==> src/hw/rtl/qls_ram.sv <==
// ----------------------------------------------------------------------------
// qls_ram
// single-port synchronous ram with registered read
// ----------------------------------------------------------------------------
`timescale 1ns / 1ps

module qls_ram #(
    parameter int W = 8,
    parameter int D = 256
) (
    input  logic                 i_clk,
    input  logic                 i_we,
    input  logic [$clog2(D)-1:0] i_addr,
    input  logic [W-1:0]         i_wdata,
    output logic [W-1:0]         o_rdata
);

    logic [W-1:0] r_mem [D];
    logic [W-1:0] r_rdata;

    always_ff @(posedge i_clk) begin
        if (i_we) begin
            r_mem[i_addr] <= i_wdata;
        end
        r_rdata <= r_mem[i_addr];
    end

    assign o_rdata = r_rdata;

endmodule

==> config.mk <==
export PLATFORM = sky130hd
export DESIGN_NAME = qls_ram
export DESIGN_NICKNAME = d
export VERILOG_FILES = /design/src/hw/rtl/qls_ram.sv
export SDC_FILE = /design/constraint.sdc
export NUM_CORES = 2
export LEC_CHECK = 0
export ABC_AREA = 1
export BUFFER_PORTS_ARGS = -buffer_cell sky130_fd_sc_hd__buf_2
export CAP_MARGIN = 25
export CELL_PAD_IN_SITES_DETAIL_PLACEMENT = 1
export CELL_PAD_IN_SITES_GLOBAL_PLACEMENT = 2
export CORE_MARGIN = 2
export CORE_UTILIZATION = 48
export CTS_BUF_LIST = sky130_fd_sc_hd__clkbuf_4
export CTS_CLUSTER_SIZE = 25
export DETAILED_ROUTE_END_ITERATION = 10
export HOLD_SLACK_MARGIN = 0.03
export PLACE_DENSITY = 0.92
export SLEW_MARGIN = 10
export SYNTH_ARGS = -nofsm -noshare
export SYNTH_HDL_FRONTEND = slang
export SYNTH_SLANG_ARGS = --single-unit
==> constraint.sdc <==
create_clock -name i_clk -period 4.7 [get_ports i_clk]
set_input_delay 0.235 -clock i_clk [delete_from_list [all_inputs] [get_ports i_clk]]
set_output_delay 0.235 -clock i_clk [all_outputs]
set_load 0.02 [all_outputs]
==> impl_metrics.tcl <==
set metrics [dict create \
    multi_input_area_sq_um 21300 \
    min_period_over_period 0.972 \
    synth_area_sq_um 84900 \
    r2r_start "r_mem[199][0]" \
    setup_viol 0 \
    drive_above_1_share 0.116 \
    viasPerCell 5.46 \
    grt_pass1_vias 64488 \
    overflow 0 \
    skew_ps 117 \
    p_sw_frac 0.242 \
    cts_root_buffer "clkbuf_4" \
    whs_path_depth 13 \
    wirelength_um 262000 \
    cp_num_buf_inv 10 \
    final_core_util 0.539 \
    via_count 60291 \
    grt_first_pass_wirelength_um 391000 \
    ff2ff_setup_slack_ps 240 \
    syn_nets 8039 \
    slowest_delay_ps 620 \
    antenna_found_initial 19 \
    fin_nets 8382 \
    layout_commonest_cell "nand2_1" \
    place_area_sq_um 87500 \
    numClockSinks 2056 \
    fp-row-count 154 \
    hpwl_um 146000 \
    stdcell_area_sq_um 94800 \
    cp_slowest_cell "inv_6" \
    required_ps 6020 \
    crit_top_cell "dlygate4sd3_1" \
    critPathMaxFanout 67 \
    coreArea_sq_um 176000 \
    grt_max_degree 161 \
    cts_max_path_buffers 4 \
    ys_ff_latch 2056 \
    io_pins 26 \
    dieWidth_um 424 \
    dieArea_sq_um 180000 \
    hold-worst-slack_ps 193 \
    cts_buffers 556 \
    tritoncts "yes" \
    yosysTopAreaCellShare 0.725 \
    maxCapViolCount 0 \
    whs_endpoint "o_rdata[1]" \
    critPathKind "primary input to register" \
    synth_seq_area_share 0.727 \
    setup-tns-final_ps 0 \
    synthCells 8021 \
    p_int_uw 28700 \
    final_cell_mix "nand2_1 (4760), edfxtp_1 (2048), clkbuf_4 (814)" \
    fill_cells 19049 \
    fmax_mhz 219 \
    ant_nets 0 \
    r2r-end "o_rdata[0]" \
    reg2regPathDepth 17 \
    gp_congestion 0.849 \
    p_sw_uw 9150 \
    critPathTopFamily "buffers and inverters" \
    clock_latency_ps 1370 \
    wire_per_inst_um 23.7 \
    combPwrFrac 0.062 \
    clock_power_share 0.404 \
    clkTransAtPathRegs_ps 70 \
    syn2layout_area_growth_pct 11.7 \
    pwr-share-seq 0.534 \
    ir_worst_vdd_uv 291 \
    die_h_um 424 \
    track_usage 0.290 \
    path_cells "dlygate4sd3_1, buf_2, inv_1, nand2_1, inv_6, buf_4, nand2_1, nand2_1, o21ai_1, dlygate4sd3_1, nand2_1, dlygate4sd3_1, nor2_1, nor2_1, dlygate4sd3_1, nor2_1, dlygate4sd3_1, nand2_1, dlygate4sd3_1" \
    p_per_area_nw_per_um2 400 \
    numPortBuffers 25 \
    hold_path.class "primary input to register" \
    yosysWarnings 0 \
    worst_pin_slew_ps 1120 \
    min-delay-start "i_addr[0]" \
    yosysTopAreaCell "edfxtp_1" \
    synth.avg_cell_area_sq_um 10.6 \
    regArea_sq_um 61700 \
    crit_path_end_kind "register" \
    drtIter0Drc 5290 \
    synthTopCellsByArea "edfxtp_1 (72%), nand2_1 (21%), nor2_1 (1.6%)" \
    slew_headroom 0.253 \
    synth_cell_types 18 \
    drt_first_pass_iters 5 \
    rsz0062_at_grt "no" \
    start_util 0.482 \
    slew_viol_final 0 \
    critPathArrivalTime_ps 5880 \
    h-tree-depth 6 \
    hold_viol 0 \
    finalCriticalPeriod_ps 4570 \
    cp-start-kind "primary input" \
    route.detailed.drc 0 \
    status "completed" \
    p_leak_uw 0.0381 \
]
-- cell usage after synthesis --
master / n
buf_1: 52
o21ai_0: 41
buf_2: 182
nand2_1: 4770
a21oi_1: 32
inv_2: 2
dfxtp_1: 8
edfxtp_1: 2048
inv_4: 2
buf_4: 6
nand2_4: 1
nor2_1: 361
inv_1: 31
clkbuf_1: 170
o21ai_1: 119
nor2_8: 1
buf_6: 7
nand3_1: 188
-- area by class of cell --
| type | instances | area share |
|---|---|---|
| Clock buffer | 814 | 0.0645 |
| Multi-Input combinational cell | 5513 | 0.224 |
| Clock inverter | 81 | 0.00413 |
| Antenna cell | 7 | 0.000185 |
| Sequential cell | 2056 | 0.651 |
| Inverter | 35 | 0.00180 |
| Tap cell | 2340 | 0.0309 |
| Timing Repair Buffer | 202 | 0.0237 |
-- sequential cells by signal, indices dropped and copies added (netlist names) --
signal,flops
o_rdata,8
r_mem,2048
-- metal layers --
metal  part of all wire  global-route usage  wire, um  vias up
met2               0.49               0.481    127000     2199
li1                   -                   -         -    27326
met1               0.40               0.373    105000    30192
met3              0.074              0.0579     19200      562
met4              0.039               0.126     10100       12
met5            0.00026                   0        67        -
-- worst max-delay path by stage --
stage               from             to  slack [ps]  depth (start not counted)
6_report       i_addr[2]     o_rdata[0]         130                         19
5_1_grt        i_addr[2]     o_rdata[0]          70                         19
4_1_cts        i_addr[2]     o_rdata[0]         170                         19
3_5_place_dp   i_addr[0]     o_rdata[7]        1040                         14
3_3_place_gp   i_addr[0]     o_rdata[7]        1160                         14
2_1_floorplan  i_addr[1]  r_mem[234][0]        2620                         10
-- what timing repair did --
action | CTS | global route
hold buffers | 60 | 1
setup endpoints to repair | 0 | 1
buffers inserted | 0 | 0
endpoints found under the hold margin | 3020 | 2
resized for setup | 0 | 3
-- cells by family after synthesis --
group / count (synthesis) / synth area share
DFF: 2056 / 0.727
AOI/OAI and AO/OA: 192 / 0.0113
and+or+nand+nor: 5321 / 0.238
buffers and inverters: 452 / 0.0236
-- power by group through the flow --
stage | combinational, uW | clock (uW) | sequential [uW]
final | 2370 | 15300 | 20200
after global routing | 2570 | 16500 | 20200
after CTS | 2350 | 15600 | 20200
after detailed placement | 2250 | 0 | 20600
after global placement | 2180 | 0 | 20600
after floorplan | 1150 | 0 | 20600
-- stage by stage --
step                      setup slack (ps)  power, uW  std cells
after floorplan                       2620      21800       8021
after global placement                1160      22800      10082
after detailed placement              1040      22900      10084
after CTS                              166      38100      11039
after global routing                  74.0      39200      11043
final                                  132      37900      11048
-- tightest hold or removal path, cell delays in order --
cell and delay, ps:
buf_8 210, nand2_1 130, nand2_1 50, nand2_1 70, nand3_1 80, nand2_1 70
nand2_1 60, o21ai_1 130, nand2_1 130, nor2_1 120, nor2_1 50, nor2_1 70
nand2_1 60
No activity file was read; power rests on OpenSTA's default activity.
