## src/hw/rtl/qls_pkg.sv

```systemverilog
// ----------------------------------------------------------------------------
// qls_pkg
// types, codes and constants of the grid q-learning step block
// ----------------------------------------------------------------------------
`timescale 1ns / 1ps

package qls_pkg;

    localparam int DEF_MAX_ROWS = 64;
    localparam int DEF_MAX_COLS = 64;
    localparam int DEF_Q_WIDTH  = 32;
    localparam int ACTION_COUNT = 4;

    // wide arithmetic width, multiplier operand width, fraction width
    localparam int EW = 68;
    localparam int MW = 64;
    localparam int FW = 16;

    localparam int FLOOR_INT = 9999;
    localparam logic signed [EW-1:0] Q_FLOOR = -(EW'(FLOOR_INT) <<< FW);
    localparam logic signed [EW-1:0] LIM62   = EW'(1) <<< 62;

    localparam logic signed [10:0] REWARD_STEP    = -11'sd1;
    localparam logic signed [10:0] REWARD_VISITED = -11'sd100;

    localparam logic [6:0]  DEF_ROWS_USED   = 7'd64;
    localparam logic [6:0]  DEF_COLS_USED   = 7'd64;
    localparam logic [9:0]  DEF_GOAL_REWARD = 10'd10;
    localparam logic [15:0] DEF_LEARN_RATE  = 16'd6554;
    localparam logic [15:0] DEF_DISCOUNT    = 16'd58982;

    typedef enum logic [1:0] {
        CMD_LOAD  = 2'd0,
        CMD_PLACE = 2'd1,
        CMD_STEP  = 2'd2,
        CMD_QUERY = 2'd3
    } t_cmd;

    typedef enum logic [2:0] {
        CFG_ROWS_USED   = 3'd0,
        CFG_COLS_USED   = 3'd1,
        CFG_GOAL_ROW    = 3'd2,
        CFG_GOAL_COL    = 3'd3,
        CFG_GOAL_REWARD = 3'd4,
        CFG_LEARN_RATE  = 3'd5,
        CFG_DISCOUNT    = 3'd6
    } t_cfg_idx;

    localparam logic [2:0] CODE_OPEN    = 3'd0;
    localparam logic [2:0] CODE_WALL    = 3'd1;
    localparam logic [2:0] CODE_VISITED = 3'd3;
    localparam logic [2:0] CODE_AGENT   = 3'd4;

    localparam logic [1:0] DIR_UP    = 2'd0;
    localparam logic [1:0] DIR_LEFT  = 2'd1;
    localparam logic [1:0] DIR_DOWN  = 2'd2;
    localparam logic [1:0] DIR_RIGHT = 2'd3;
    localparam logic [2:0] ACT_NONE  = 3'd4;

    localparam logic [1:0] STAT_OK      = 2'd0;
    localparam logic [1:0] STAT_NO_OPEN = 2'd1;
    localparam logic [1:0] STAT_RANGE   = 2'd2;

    typedef enum logic [3:0] {
        S_CLEAR,
        S_IDLE,
        S_START,
        S_SCAN,
        S_CHOOSE,
        S_MAXQ,
        S_MUL_G,
        S_TD,
        S_MUL_A,
        S_WRITE_OLD,
        S_WRITE_NEW,
        S_RESULT
    } t_state;

    typedef struct packed {
        logic                 start;
        logic signed [MW-1:0] a;
        logic [FW-1:0]        f;
    } t_mul_req;

    typedef struct packed {
        logic               done;
        logic signed [MW:0] res;
    } t_mul_rsp;

    function automatic logic signed [EW-1:0] clamp_ew(
        input logic signed [EW-1:0] v,
        input logic signed [EW-1:0] lo,
        input logic signed [EW-1:0] hi
    );
        logic signed [EW-1:0] r;
        r = v;
        if (v < lo) r = lo;
        else if (v > hi) r = hi;
        return r;
    endfunction

    // remainder by three through base-four digit sum
    function automatic logic [1:0] mod3(input logic [7:0] p);
        logic [3:0] s;
        logic [1:0] r;
        s = 4'(p[1:0]) + 4'(p[3:2]) + 4'(p[5:4]) + 4'(p[7:6]);
        unique case (s)
            4'd0, 4'd3, 4'd6, 4'd9, 4'd12: r = 2'd0;
            4'd1, 4'd4, 4'd7, 4'd10:       r = 2'd1;
            default:                       r = 2'd2;
        endcase
        return r;
    endfunction

endpackage

```

## src/hw/rtl/qls_mul.sv

```systemverilog
// ----------------------------------------------------------------------------
// qls_mul
// signed by unsigned-fraction multiplier, one 16-bit digit per cycle,
// rounded to nearest with ties toward plus infinity
// ----------------------------------------------------------------------------
`timescale 1ns / 1ps

module qls_mul import qls_pkg::*; (
    input  logic     i_clk,
    input  logic     i_rst_n,
    input  t_mul_req i_req,
    output t_mul_rsp o_rsp
);

    localparam int NCH   = MW / FW;
    localparam int CNT_W = $clog2(NCH);
    localparam int PW    = MW + FW + 1;

    logic signed [MW-1:0]   r_a;
    logic [FW-1:0]          r_f;
    logic [CNT_W-1:0]       r_cnt;
    logic                   r_busy;
    logic                   r_done;
    logic signed [PW-1:0]   r_acc;

    logic [FW-1:0]          w_chunk;
    logic signed [FW:0]     w_digit;
    logic signed [2*FW+1:0] w_pp;
    logic signed [PW-1:0]   w_sum;
    logic signed [PW-1:0]   w_round;

    always_comb begin
        w_chunk = r_a[r_cnt*FW +: FW];
        w_digit = (r_cnt == CNT_W'(NCH-1)) ? {w_chunk[FW-1], w_chunk} : {1'b0, w_chunk};
        w_pp    = w_digit * $signed({1'b0, r_f});
        w_sum   = (r_acc <<< FW) + PW'(w_pp);
        w_round = r_acc + (PW'(1) <<< (FW-1));
    end

    always_ff @(posedge i_clk) begin
        if (!i_rst_n) begin
            r_busy <= 1'b0;
            r_done <= 1'b0;
        end else begin
            r_done <= r_busy && (r_cnt == '0);
            if (i_req.start) begin
                r_busy <= 1'b1;
            end else if (r_busy && (r_cnt == '0)) begin
                r_busy <= 1'b0;
            end
        end
    end

    always_ff @(posedge i_clk) begin
        if (i_req.start) begin
            r_a   <= $signed(i_req.a);
            r_f   <= i_req.f;
            r_cnt <= CNT_W'(NCH-1);
            r_acc <= '0;
        end else if (r_busy) begin
            r_acc <= w_sum;
            r_cnt <= r_cnt - CNT_W'(1);
        end
    end

    assign o_rsp.done = r_done;
    assign o_rsp.res  = w_round[PW-1:FW];

endmodule

```

## config.mk

```make
export PLATFORM = sky130hd
export DESIGN_NAME = qls_mul
export DESIGN_NICKNAME = d
export VERILOG_FILES = /design/src/hw/rtl/qls_pkg.sv /design/src/hw/rtl/qls_mul.sv
export SDC_FILE = /design/constraint.sdc
export NUM_CORES = 2
export LEC_CHECK = 0
export BUFFER_PORTS_ARGS = -buffer_cell sky130_fd_sc_hd__buf_2
export CORE_ASPECT_RATIO = 1.5
export CORE_UTILIZATION = 56
export DETAILED_ROUTE_END_ITERATION = 12
export PLACE_DENSITY = 0.79
export SYNTH_ARGS = -nofsm -noshare
export SYNTH_HDL_FRONTEND = slang
export SYNTH_SLANG_ARGS = --single-unit
```

## constraint.sdc

```tcl
create_clock -name i_clk -period 9.25 [get_ports i_clk]
set_input_delay 1.85 -clock i_clk [delete_from_list [all_inputs] [get_ports i_clk]]
set_output_delay 1.85 -clock i_clk [all_outputs]
set_load 0.1 [all_outputs]
```

==> metrics.md <==
| Metric | Value |
|---|---|
| CP Max Fanout | 21 |
| CTS max path bufs | 2 |
| First-pass GRT wire length | 120,000 microns |
| RSZ-0062 raised after global routing | yes |
| Reg2reg path depth | 27 |
| Async SR Flop Fraction | 0 |
| TritonCTS clock tree | done |
| Slowest stage delay, CP | 0.71 ns |
| Worst-Skew Late Latency | 0.49 ns |
| Avg Vias per Cell | 5.48 |
| Worst R2R Setup Slack | 0.13 ns |
| Setup crit end kind | register |
| Core Box Area | 48,900 sq um |
| Die area | 50,800 sq um |
| Fmax | 110 MHz |
| FILL cells | 4,065 |
| Distinct cells, synth | 75 |
| Layout Nets | 3,865 |
| Synthesized area per cell | 9.36 sq um |
| Critical path startpoint category | register |
| Status | complete, no violations |
| Max Cap Violations | 0 |
| R2r endpoint | r_acc[77] |
| Clock sink count | 165 |
| Met3 usage in global routing | 0.0321 |
| Max-slew violation count | 0 |
| Post-Syn Area | 28,000 sq um |
| Drt wl/cell | 19.5 microns |
| Ant. Diodes | 0 |
| Final Critical Period | 9.12 ns |
| Worst-Margin Slew | 1.01 ns |
| Die W | 184 microns |
| Share of layout cells above drive strength 1 | 0.0889 |
| CTS clock-pin slew for the worst setup and hold paths | 0.07 ns |
| Cts bufs inserted | 17 |
| Remaining Overflow, GRT | 0 |
| CP Data Required Time | 9.59 ns |
| Iteration-0 DRC Markers | 1,101 |
| Stages on worst setup path | 27 |
| Setup TNS | 0 ns |
| Leading area contributor after synthesis | fa_1 |
| Met2 Use GR | 0.601 |
| First drt pass iteration count | 7 |
| Root buffer cell | clkbuf_16 |
| Flops & latches, synth | 165 |
| Buf/Inv on CP | 8 |
| Clock Skew | 0.0228 ns |
| Top-count cell post-synth | inv_1 |
| DP HPWL | 62,000 microns |
| Antenna violations before repair | 0 |
| Top cell family by delay on the critical path | adder cells |
| Slowest cell on crit path | nor4_1 |
| Gpl congestion | 0.979 |
| H-tree Lvls | 4 |
| Port Buf Inserts | 148 |
| Final setup violation count | 0 |
| Number of flops mapped to enable cells by yosys | 80 |
| Post-synth top flop | dfxtp_1 |
| Worst Hold Class | reg2reg |
| Std-Cell Rows | 99 |
| Worst reg2reg startpoint | r_cnt[0] |
| Final ANT Viol Nets | 0 |
| Pin count of the biggest net entering global routing | 115 |
| GR Util met1 | 0.310 |
| Final wirelength | 73,500 microns |
| Yosys warning total | 0 |
| Initial core utilization | 0.571 |
| CP startpoint | r_cnt[0] |
| Most frequent cells after synthesis | 795 x inv_1, 525 x fa_1, 212 x nand2_1 |
| Layout area overhead | 7.81% |
| Number of global-route vias before repair | 23,300 |
| Residual DRC count | 0 |
| Worst EP arrival | 9.46 ns |
| Global route hottest layer | met2 |
| Kind of critical path | reg2reg |
| Vias | 20,600 |
| Crit path top cell by count | fa_1 |
| Sequential element share of the synthesized area | 0.147 |
| Top cells by area, synth | fa_1 38%, inv_1 11%, edfxtp_1 8.6% |
| Mapped Cells | 2,987 |
| Critical Path End | r_acc[77] |
| Slew headroom | 0.329 |
| Period utilisation layout | 0.986 |
| I/O pins | 149 |
| Chip height | 276 microns |
| Hold Violations, Final | 0 |
| Area share of the largest cell type after synthesis | 0.376 |
| Syn nets | 3,760 |
| Gr usage total | 0.311 |
==> through the flow <==
stage / cell area [sq um] / util / setup WS (ns) / std cells / hold slack (ns)
after CTS: 30100 / 0.614 / 0.0356 / 3756 / 0.489
after detailed placement: 29400 / 0.602 / -0.115 / 3724 / 0.452
after global routing: 30100 / 0.616 / -0.105 / 3761 / 0.504
after global placement: 29400 / 0.602 / -0.0618 / 3724 / 0.451
final: 30100 / 0.616 / 0.131 / 3761 / 0.486
after floorplan: 28000 / - / 0.0485 / 2987 / 0.425
==> kinds of logic (layout without fill, tap and decap cells) <==
group | count (synthesis) | in the layout | synth area share
buffers and inverters | 899 | 1017 | 0.121
adders and majority gates | 695 | 695 | 0.452
and+or+nand+nor | 666 | 666 | 0.121
AOI/OAI and AO/OA | 321 | 321 | 0.0733
xor gates and xnor gates | 171 | 171 | 0.0536
DFF | 165 | 165 | 0.147
muxes | 70 | 70 | 0.0322
==> cells in the final DEF (no fill, tap or decap), types with 20 or more instances in the layout <==
master    Yosys  layout
inv_1       795     791
fa_1        525     524
nand2_1     212     210
and2_1      169     169
ha_1        165     165
buf_2         0     147
xnor2_1     133     132
nor2_1      104     104
a21oi_1      91      91
dfxtp_1      85      84
edfxtp_1     80      80
o21ai_0      68      68
a21o_1       56      56
mux2i_1      54      54
nand4_1      45      45
xor2_1       38      38
buf_4         1      37
nand3_1      31      31
nor3_1       22      20
==> how the worst min path moves through the flow <==
stage | cells past startpoint | to | slack, ns | startpoint
after detailed placement | 2 | r_acc[53] | 0.45 | r_acc[53]
after global placement | 2 | r_acc[53] | 0.45 | r_acc[53]
after CTS | 2 | r_acc[53] | 0.49 | r_acc[53]
after floorplan | 2 | r_acc[53] | 0.43 | r_acc[53]
final | 2 | r_acc[0] | 0.49 | r_acc[0]
after global routing | 2 | r_acc[0] | 0.50 | r_acc[0]
==> worst register-to-register path, stage by stage (launching register included) <==
cell	delay (ns)
dfxtp_1	0.39
mux4_2	0.57
and2_0	0.37
nand2_1	0.26
inv_1	0.13
fa_1	0.63
inv_1	0.12
fa_1	0.59
fa_1	0.56
fa_2	0.67
inv_2	0.29
buf_4	0.32
fa_1	0.52
inv_1	0.05
fa_1	0.47
inv_1	0.04
ha_1	0.47
and3_1	0.30
nand2_1	0.14
nor4_1	0.71
buf_4	0.24
nor2b_1	0.16
a2111oi_2	0.10
nor3_1	0.32
buf_4	0.19
a41oi_1	0.14
xor2_1	0.16
o21ai_1	0.06
==> final cells by class <==
| type | instances | area, sq um | area share |
|---|---|---|---|
| multi-input cells | 1923 | 20500 | 0.681 |
| flip-flops and latches | 165 | 4110 | 0.136 |
| inverters | 798 | 3000 | 0.0996 |
| repair buffers | 187 | 1060 | 0.0353 |
| well taps | 656 | 821 | 0.0272 |
| clock buffers | 17 | 425 | 0.0141 |
| clock inverters | 15 | 179 | 0.00594 |
==> routing by layer <==
layer  vias up  part of all wire  wire length [microns]
li1       9321                 -                      -
met1     10500              0.33                  24400
met2       577              0.56                  41300
met3       238             0.036                   2670
met4         0             0.070                   5140
met5         -                 0                      0
==> state kept, by name, indices dropped and copies added (netlist names) <==
register	count
r_cnt	2
r_done	1
r_f	16
r_busy	1
r_a	64
r_acc	81
==> what timing repair did <==
action,CTS,global route
buffers inserted,0,5
resized for setup,1,8
endpoints found under the setup margin,3,11
hold buffers,0,0
pin swaps,0,1
Power is left out: the tool's default activity adds up to more than one toggle a clock period on the data nets, which glitch-free logic cannot reach.
